[config.mk]
export PLATFORM = sky130hd
export DESIGN_NAME = rfc_apb_regs
export DESIGN_NICKNAME = d
export VERILOG_FILES = /design/src/rtl/rfc_pkg.sv /design/src/rtl/rfc_apb_regs.sv
export SDC_FILE = /design/constraint.sdc
export NUM_CORES = 1
export LEC_CHECK = 0
export ABC_AREA = 1
export BUFFER_PORTS_ARGS = -buffer_cell sky130_fd_sc_hd__buf_2
export CAP_MARGIN = 10
export CORE_MARGIN = 3
export CORE_UTILIZATION = 28
export CTS_CLUSTER_DIAMETER = 150
export DETAILED_ROUTE_END_ITERATION = 6
export PLACE_DENSITY = 0.74
export SETUP_SLACK_MARGIN = 0.4
export SLEW_MARGIN = 20
export SYNTH_ARGS = -nofsm -noshare
export SYNTH_HDL_FRONTEND = slang
export SYNTH_SLANG_ARGS = --single-unit
export TNS_END_PERCENT = 5
[constraint.sdc]
create_clock -name clk_i -period 0.8 [get_ports clk_i]
set_clock_uncertainty 0.05 [all_clocks]
set_input_delay 0.04 -clock clk_i [delete_from_list [all_inputs] [get_ports clk_i]]
set_output_delay 0.04 -clock clk_i [all_outputs]
set_load 0.05 [all_outputs]
[src/rtl/rfc_pkg.sv]
// Shared types and codes for the ring FIFO controller.
package rfc_pkg;

  typedef enum logic [1:0] {
    FUNC_PUSH    = 2'd0,
    FUNC_POP     = 2'd1,
    FUNC_ADVANCE = 2'd2,
    FUNC_CLEAR   = 2'd3
  } rfc_func_e;

  localparam int unsigned DepthRegWidth = 9;
  localparam logic [DepthRegWidth-1:0] DepthRegReset = 9'd256;

  typedef struct packed {
    rfc_func_e   func;
    logic [31:0] push_data;
    logic [7:0]  advance_count;
    logic        burst_last;
  } rfc_in_t;

  typedef struct packed {
    logic [31:0] pop_data;
    logic        accepted;
    logic [7:0]  available;
    logic [7:0]  free_space;
    logic [7:0]  contiguous_run;
    logic        is_empty;
    logic [7:0]  burst_written;
  } rfc_out_t;

  typedef struct packed {
    logic                     wr;
    logic [DepthRegWidth-1:0] depth;
  } rfc_cfg_t;

endpackage

[src/rtl/rfc_apb_regs.sv]
// APB register block holding the depth-in-use setting.
module rfc_apb_regs
  import rfc_pkg::*;
(
  input  logic        clk_i,
  input  logic        rst_ni,
  input  logic        psel,
  input  logic        penable,
  input  logic        pwrite,
  input  logic [2:0]  paddr,
  input  logic [31:0] pwdata,
  output logic [31:0] prdata,
  output logic        pready,
  output rfc_cfg_t    cfg_o
);

  logic [DepthRegWidth-1:0] depth_q;
  logic                     wr_hit;

  assign pready = 1'b1;
  assign wr_hit = psel && penable && pwrite && (paddr[2] == 1'b0);

  always_ff @(posedge clk_i or negedge rst_ni) begin
    if (!rst_ni) begin
      depth_q <= DepthRegReset;
    end else begin
      if (wr_hit) begin
        depth_q <= pwdata[DepthRegWidth-1:0];
      end
    end
  end

  assign prdata    = (paddr[2] == 1'b0) ? {{(32 - DepthRegWidth){1'b0}}, depth_q} : 32'd0;
  assign cfg_o.wr    = wr_hit;
  assign cfg_o.depth = depth_q;

endmodule

# Word level (Yosys, flattened, before mapping)
# Index checks and enable logic that the tools add are counted.
[classes]
muxes = 1
n_bitwise = 1
n_reduce_logical = 3
[op_table]
columns = ["cell", "n"]
rows = [
  ["$mux 9", 1],
  ["$logic_and 1x1->1", 3],
  ["$not 1->1", 1],
]
[totals]
regBits = 9
inputBits = 40

# Longest topological paths before layout
# Gate-level depths: netlist of run 1.
[logic_depth]
word_depth = 3
mapped_depth = 5
depth_no_buf = 5

# Least setup slack after synthesis of run 1
# Ideal clock, no wire load.
[synth_timing]
kind = "reg2out"
startpoint = "reg depth_q[8]"
endpoint = "out prdata[8]"
t_arrival_ns = 1.397
required_time_ns = 0.710
path_slack_ns = -0.687
path_stages_with_launch = 3
path_cell_list = "dfstp_2 > inv_1 > nor2_1"
[synth_between]
elab_chain_len = 1
[synth_rtl]
columns = ["item", "line", "text"]
rows = [
  ["from (decl)", "rfc_apb_regs.sv:17", "logic [DepthRegWidth-1:0] depth_q;"],
  ["from (signal assigned)", "rfc_apb_regs.sv:25", "depth_q <= DepthRegReset;"],
  ["from (signal assigned)", "rfc_apb_regs.sv:28", "depth_q <= pwdata[DepthRegWidth-1:0];"],
  ["$mux 9", "rfc_apb_regs.sv:33", "assign prdata = (paddr[2] == 1'b0) ? {{(32 - DepthRegWidth){1'b0}}, depth_q} : 32'd0;"],
  ["to (decl)", "rfc_apb_regs.sv:12", "output logic [31:0] prdata,"],
]
# No other way between the ends.

# Worst setup path in the final report of run 1
# Same ends and word-level chain as after synthesis.

==> flow_metrics.tcl, run 1 <==
set metrics [dict create \
    placedInstanceArea_um2 867 \
    reg_top3 "depth_q x9" \
    finalCriticalPeriod_ns 1.17 \
    largest_reg_flops 9 \
    slew_viol_final 0 \
    ys_ff_latch 9 \
    io_pins 83 \
    worst_hold_path_type "in -> async" \
    gr-usage-all-layers_pct 10.9 \
    clockBufferDepth 2 \
    cts_setup_buffers 0 \
    placedCellCount 150 \
    dr.first_iter.drc_count 8 \
    setup_viol 18 \
    synth_top_area_cell "dfrtp_1" \
    synth.area.top_cells "dfrtp_1 30%, buf_4 28%, nand2_1 11%" \
    violations "negative hold slack, negative setup slack" \
    vdd_drop_max_mv 0.931 \
    synth_cell_types 12 \
    drc 0 \
    grt_max_degree 11 \
    place.gp.congestion 0.694 \
    dp_hpwl_um 1170 \
    syn_avg_cell_area_um2 7.49 \
    yosysTopAreaCellShare_pct 30.4 \
    mostFrequentLayoutCell "conb_1" \
    grt-ovfl-total 0 \
    die_h_um 54.5 \
    cts_buffers 3 \
    whs_ns -0.431 \
    cts_tree "done" \
    wire_per_inst_um 9.91 \
    die_w_um 54.5 \
    setup_tns_ns -3.62 \
    drv_cap 0 \
    cts_root_buffer "clkbuf_4" \
    grt_pass1_vias 520 \
    final_area_um2 1050 \
    rsz0062_at_grt "true" \
    crit_path_end_kind "primary output" \
    power_density_nw_per_um2 2300 \
    max_freq_mhz 858 \
    hold_viol 18 \
    layout.nets 168 \
    clk_pin_slew_ns 0.06 \
    cts_sinks 9 \
    status "finished with violations" \
    syn_area_um2 659 \
    p_leak_uw 0.000581 \
    drt-pass1-iter-count 4 \
    utilization_pct 50.2 \
    grt_pass1_wl_um 2210 \
    vias 594 \
    crit_path_start_kind "register" \
    arrival_ns 1.08 \
    critPathKind "reg -> out" \
    fin_crit_sh_pct 146 \
    antenna_found_initial 0 \
    path_max_fanout 3 \
    viasPerCell 3.86 \
    mostFrequentLayoutCells "24 x conb_1, 17 x nand2_1, 14 x buf_6, 13 x buf_2" \
    portBuffers 33 \
    start_util_pct 31.4 \
    antenna_cells 0 \
    htreeDepth 1 \
    clk-insertion-delay-late_ns 0.26 \
    drive_gt1_share_pct 48.8 \
    crit_required_ns 0.71 \
    syn_inst 88 \
    num-fill-cells 206 \
    row_count 16 \
    ys_seq_area_share_pct 34.3 \
    core_um2 2100 \
    syn_to_final_growth_pct 60.0 \
    drt-total-wl_um 1530 \
    regMostFlops "depth_q" \
    ys_warn_count 0 \
    fin_cells 154 \
    ant_nets 0 \
    final.setup.worst_slack_ns -0.365 \
    dieArea_um2 2970 \
]
[logic make-up (layout without fill, tap and decap cells)]
group                  count (synthesis)  after routing  synth area share (%)
buffers and inverters                 38             55                  37.0
and+or+nand+nor                       39             39                  27.5
other                                  2             24                  1.14
DFF                                    9              9                  34.3
[cells in the mapped netlist]
library cell and number:
buf_4 25, nand2_1 19, inv_1 11, nand3_1 9, nor2_1 9, dfrtp_1 8, conb_1 2, buf_6 1
dfstp_2 1, inv_2 1, nand2_4 1, nor2_8 1
[worst paths after layout]
kind	startpoint	to	slack [ns]	depth (start not counted)
min in group clk_i	pwdata[8]	depth_q[8]	-0.06	3
min reg2reg	depth_q[8]	depth_q[8]	0.43	2
max reg2reg	depth_q[4]	depth_q[4]	0.01	3
max	depth_q[8]	prdata[8]	-0.37	3
max in group asynchronous	rst_ni	depth_q[8]	0.88	1
min	rst_ni	depth_q[4]	-0.43	1
[through the flow]
step           setup WS (ns)  power [µW]
2_1_floorplan         -0.339        1690
3_3_place_gp          -0.185        1830
3_5_place_dp          -0.190        1850
4_1_cts               -0.374        2380
5_1_grt               -0.419        2560
6_report              -0.365        2430
[metal layers]
layer | vias to the layer above | global-route usage [%] | part of all wire (%) | routed length (µm)
met5 | - | 0 | 0 | 0
met4 | 0 | 6.22 | 0.92 | 14
met3 | 2 | 4.09 | 14 | 213
met2 | 40 | 19.1 | 52 | 787
met1 | 260 | 10.9 | 33 | 511
li1 | 292 | - | - | -
[critical path: stages, from the launching register on]
cell and delay, ns:
dfstp_2 0.54, inv_2 0.04, nor2_4 0.08, buf_8 0.15
[where the power goes]
group | switching (µW) | leakage [µW] | internal (µW)
sequential | 81.0 | 0.000111 | 548
clock | 155 | 0.0000150 | 192
combinational | 1020 | 0.000455 | 434
[layout make-up]
cell class	instances	area (µm²)	share of cell area, %
clock buffers	4	26.3	2.49
inverters	12	45.0	4.27
multi-input cells	63	353	33.5
flip-flops and latches	9	226	21.5
well taps	27	33.8	3.20
repair buffers	39	370	35.1
[repair_timing]
item,in CTS,in global routing
endpoints found under the hold margin,18,18
resized for setup,39,13
setup endpoints to repair,28,28
pin swaps,16,1
(Power assumes the default switching activity.)
==> run 2, diff against run 1 <==
--- a/config.mk
+++ b/config.mk
@@ -18,4 +18,3 @@
 export SYNTH_ARGS = -nofsm -noshare
 export SYNTH_HDL_FRONTEND = slang
 export SYNTH_SLANG_ARGS = --single-unit
-export TNS_END_PERCENT = 5
==> flow_metrics.tcl, run 2 (synthesis results as in run 1) <==
set metrics [dict create \
    hold_viol 18 \
    antenna_cells 0 \
    gr-usage-all-layers_pct 10.5 \
    row_count 16 \
    whs_ns -0.418 \
    status "finished with violations" \
    grt_pass1_vias 516 \
    layout.nets 171 \
    syn_to_final_growth_pct 68.1 \
    core_um2 2100 \
    drt-pass1-iter-count 4 \
    final.setup.worst_slack_ns -0.345 \
    finalCriticalPeriod_ns 1.15 \
    portBuffers 33 \
    fin_crit_sh_pct 143 \
    max_freq_mhz 873 \
    vias 595 \
    arrival_ns 1.06 \
    p_leak_uw 0.000595 \
    dr.first_iter.drc_count 6 \
    crit_family "flip-flops" \
    clockBufferDepth 2 \
    fin_cells 157 \
    antenna_found_initial 0 \
    slew_viol_final 0 \
    power_density_nw_per_um2 2250 \
    crit_required_ns 0.71 \
    path_max_fanout 2 \
    rsz0062_at_grt "true" \
    mostFrequentLayoutCells "24 x conb_1, 14 x nand2_1, 14 x buf_6, 12 x buf_2, 11 x inv_2" \
    grt_pass1_wl_um 2140 \
    mostFrequentLayoutCell "conb_1" \
    wire_per_inst_um 9.35 \
    reg_top3 "depth_q x9" \
    critPathKind "reg -> out" \
    io_pins 83 \
    place.gp.congestion 0.692 \
    dp_hpwl_um 1170 \
    start_util_pct 31.4 \
    grt_max_degree 10 \
    dieArea_um2 2970 \
    drc 0 \
    regArea_um2 236 \
    cts_buffers 3 \
    crit_path_start_kind "register" \
    die_h_um 54.5 \
    max_stage_delay_ns 0.54 \
    largest_reg_flops 9 \
    multi_input_area_um2 352 \
    crit_path_end_kind "primary output" \
    setup_tns_ns -3.50 \
    drv_cap 0 \
    grt-ovfl-total 0 \
    drive_gt1_share_pct 63.1 \
    setup_viol 19 \
    cts_root_buffer "clkbuf_4" \
    num-fill-cells 205 \
    placedCellCount 149 \
    vdd_drop_max_mv 0.968 \
    ant_nets 0 \
    cts_sinks 9 \
    clk_pin_slew_ns 0.06 \
    critPathBufInv 2 \
    drt-total-wl_um 1470 \
    violations "negative hold slack, negative setup slack" \
    viasPerCell 3.79 \
    htreeDepth 1 \
    crit_chain "inv_2 -> nor2_4 -> buf_6" \
    cts_tree "done" \
    cp_slowest_cell "dfstp_2" \
    dpl_worst_slack_ns -0.184 \
    die_w_um 54.5 \
    worst_hold_path_type "in -> async" \
    clk-insertion-delay-late_ns 0.25 \
    regMostFlops "depth_q" \
]
[run 2: cell count changes in the layout (fill, tap and decap cells not counted), moves of 2 or more]
cell,previous run,this run
buf_4,5,7
inv_2,6,11
inv_1,6,0
nand2_1,17,14
dfrtp_2,0,8
buf_8,6,8
dfrtp_1,8,0
nand2_2,2,5
[run 2: per-layer routing]
layer	share of wire, %	vias up	track usage [%]
li1	-	295	-
met1	39	255	11.9
met2	45	43	16.9
met3	15	2	3.54
met4	0.89	0	6.22
met5	0	-	0
[run 2: final cells by class]
type	count	share of cell area [%]
Timing Repair Buffer	42	37.0
Multi-Input combinational cell	63	31.7
Sequential cell	9	21.3
Inverter	12	4.51
Tap cell	27	3.05
Clock buffer	4	2.37
[run 2: path summary, 6_finish.rpt]
| kind | start | to | slack, ns | cells after the start |
|---|---|---|---|---|
| min in group clk_i | pwdata[8] | depth_q[8] | -0.05 | 3 |
| max in group asynchronous | rst_ni | depth_q[8] | 0.87 | 1 |
| worst max register to register | depth_q[8] | depth_q[8] | -0.05 | 3 |
| worst max-delay path | depth_q[8] | prdata[8] | -0.35 | 3 |
| worst min-delay path | rst_ni | depth_q[3] | -0.42 | 1 |
| worst min register to register | depth_q[4] | depth_q[4] | 0.46 | 2 |
[run 2: report_power, final]
group          internal, µW  switching (µW)
Sequential              563            94.8
Clock                   192             148
Combinational           477            1020
Total                  1230            1260
[run 2: worst register-to-register path, delay by kind of cell (launching register included)]
family,cells,cell delay (ns)
flops,1,0.54
buf+inv,1,0.12
simple gates,2,0.09
[run 2: what timing repair did]
item / CTS / global route
pin swaps: 6 / 6
hold endpoints to repair: 18 / 17
gates resized for setup: 44 / 14
buffers inserted: 4 / 0
endpoints found under the setup margin: 28 / 28
[run 2: stage by stage]
step | util (%) | total power, µW | instance area (µm²)
floorplan | - | 1740 | 836
global placement | 41.4 | 1860 | 870
detailed placement | 41.4 | 1880 | 870
CTS | 50.5 | 2470 | 1060
global route | 52.7 | 2630 | 1110
finish | 52.7 | 2490 | 1110
==> run 3, diff against run 2 <==
--- a/config.mk
+++ b/config.mk
@@ -13,6 +13,7 @@
 export CTS_CLUSTER_DIAMETER = 150
 export DETAILED_ROUTE_END_ITERATION = 6
 export PLACE_DENSITY = 0.74
+export RECOVER_POWER = 50
 export SETUP_SLACK_MARGIN = 0.4
 export SLEW_MARGIN = 20
 export SYNTH_ARGS = -nofsm -noshare
==> constraint.sdc (replaced) <==
create_clock -name clk_i -period 0.8 [get_ports clk_i]
set_clock_uncertainty 0.05 [all_clocks]
set_input_delay 0.04 -clock clk_i [delete_from_list [all_inputs] [get_ports clk_i]]
set_output_delay 0.04 -clock clk_i [all_outputs]
set_load 0.005 [all_outputs]
==> flow_metrics.tcl, run 3 (synthesis results as in run 1) <==
set metrics [dict create \
    status "finished with violations" \
    violations "negative hold slack, negative setup slack" \
    total_power_uw 1590 \
    clk_pin_slew_ns 0.06 \
    critPathBufInv 2 \
    largest_reg_flops 9 \
    fin_crit_sh_pct 139 \
    antenna_found_initial 0 \
    cts_buffers 3 \
    placedCellCount 149 \
    cts_root_buffer "clkbuf_4" \
    drive_gt1_share_pct 47.4 \
    wire_per_inst_um 9.71 \
    row_count 16 \
    place.gp.congestion 0.714 \
    worstSetupStartpoint "depth_q[8]" \
    gr-usage-all-layers_pct 10.7 \
    setup_tns_ns -2.62 \
    die_w_um 54.5 \
    cts_tree "done" \
    layout.nets 178 \
    crit_required_ns 0.71 \
    grt_pass1_wl_um 2130 \
    rsz0062_at_grt "true" \
    path_max_fanout 2 \
    whs_ns -0.345 \
    num-fill-cells 236 \
    syn_to_final_growth_pct 50.5 \
    worst_hold_path_type "in -> async" \
    power_density_nw_per_um2 1600 \
    crit_family "flip-flops" \
    worstReg2RegEnd "depth_q[8]" \
    finalCriticalPeriod_ns 1.11 \
    p_leak_uw 0.000622 \
    max_freq_mhz 900 \
    ant_nets 0 \
    die_h_um 54.5 \
    dp_hpwl_um 1220 \
    portBuffers 33 \
    placedInstanceArea_um2 779 \
    dieArea_um2 2970 \
    clockBufferDepth 2 \
    drt-total-wl_um 1590 \
    htreeDepth 1 \
    reg_top3 "depth_q x9" \
    drt-pass1-iter-count 3 \
    critical_path_cell_count 3 \
    final_area_um2 992 \
    grt_pass1_vias 502 \
    viasPerCell 3.68 \
    io_pins 83 \
    cp_slowest_cell "dfstp_2" \
    critPathKind "reg -> out" \
    arrival_ns 1.02 \
    crit_chain "inv_1 -> nor2_1 -> buf_2" \
    core_um2 2100 \
    regToRegSetupSlack_ns -0.03 \
    mostFrequentLayoutCells "26 x buf_2, 24 x conb_1, 11 x nand2_1, 10 x buf_6, 10 x buf_4" \
    crit_path_start_kind "register" \
    dr.first_iter.drc_count 4 \
    fin_cells 164 \
    vdd_drop_max_mv 0.974 \
    drv_cap 0 \
    max_stage_delay_ns 0.52 \
    r2r-start "depth_q[8]" \
    grt_max_degree 10 \
    vias 603 \
    start_util_pct 31.4 \
    hold_viol 18 \
    crit_path_end_kind "primary output" \
    cts_sinks 9 \
    setup_viol 19 \
    cp-endpoint "prdata[8]" \
    final.setup.worst_slack_ns -0.311 \
    antenna_cells 0 \
    drc 0 \
    clk-insertion-delay-late_ns 0.26 \
    grt-ovfl-total 0 \
    regMostFlops "depth_q" \
    ff2ff_path_depth 3 \
    mostFrequentLayoutCell "buf_2" \
    slew_viol_final 0 \
]
run 3: cell types whose count changed in the layout (fill, tap and decap cells not counted), sizes merged:
cell,delta
clkbuf,+1
buf,+6
run 3: report_power, final:
part           leakage (µW)  total (µW)  switching, µW  internal (µW)
Clock             0.0000150         348            156            192
Sequential         0.000111         616           68.1            548
Combinational      0.000496         626            271            355
run 3: timing repair:
action | in CTS | in global routing
gates resized for setup | 11 | 18
buffers inserted | 8 | 3
endpoints found under the hold margin | 18 | 18
pin swaps | 8 | 7
setup endpoints to repair | 28 | 28
run 3: routing by layer:
layer / GRT usage (%) / wire length [µm]
met5: 0 / 0
met4: 3.73 / 17
met3: 4.90 / 160
met2: 20.3 / 884
met1: 9.93 / 531
run 3: per-stage QoR:
stage | setup WS [ns] | utilization (%)
floorplan | 0.0528 | -
global placement | -0.00939 | 37.1
detailed placement | -0.0481 | 37.1
CTS | -0.324 | 43.2
global route | -0.373 | 47.2
finish | -0.311 | 47.2
run 3: final cells by class:
type,instances,area (µm²),area share [%]
timing repair buffer,49,357,35.9
multi-input combinational,63,297,29.9
sequential,9,226,22.8
inverter,12,52.6,5.30
tap,27,33.8,3.40
clock buffer,4,26.3,2.65
run 3: how the worst min path moves through the flow:
stage	endpoint	from	slack (ns)
final	depth_q[1]	rst_ni	-0.34
after global routing	depth_q[2]	rst_ni	-0.32
after CTS	depth_q[2]	rst_ni	-0.43
after detailed placement	depth_q[6]	rst_ni	-0.15
after global placement	depth_q[7]	rst_ni	-0.16
after floorplan	depth_q[0]	rst_ni	-0.31
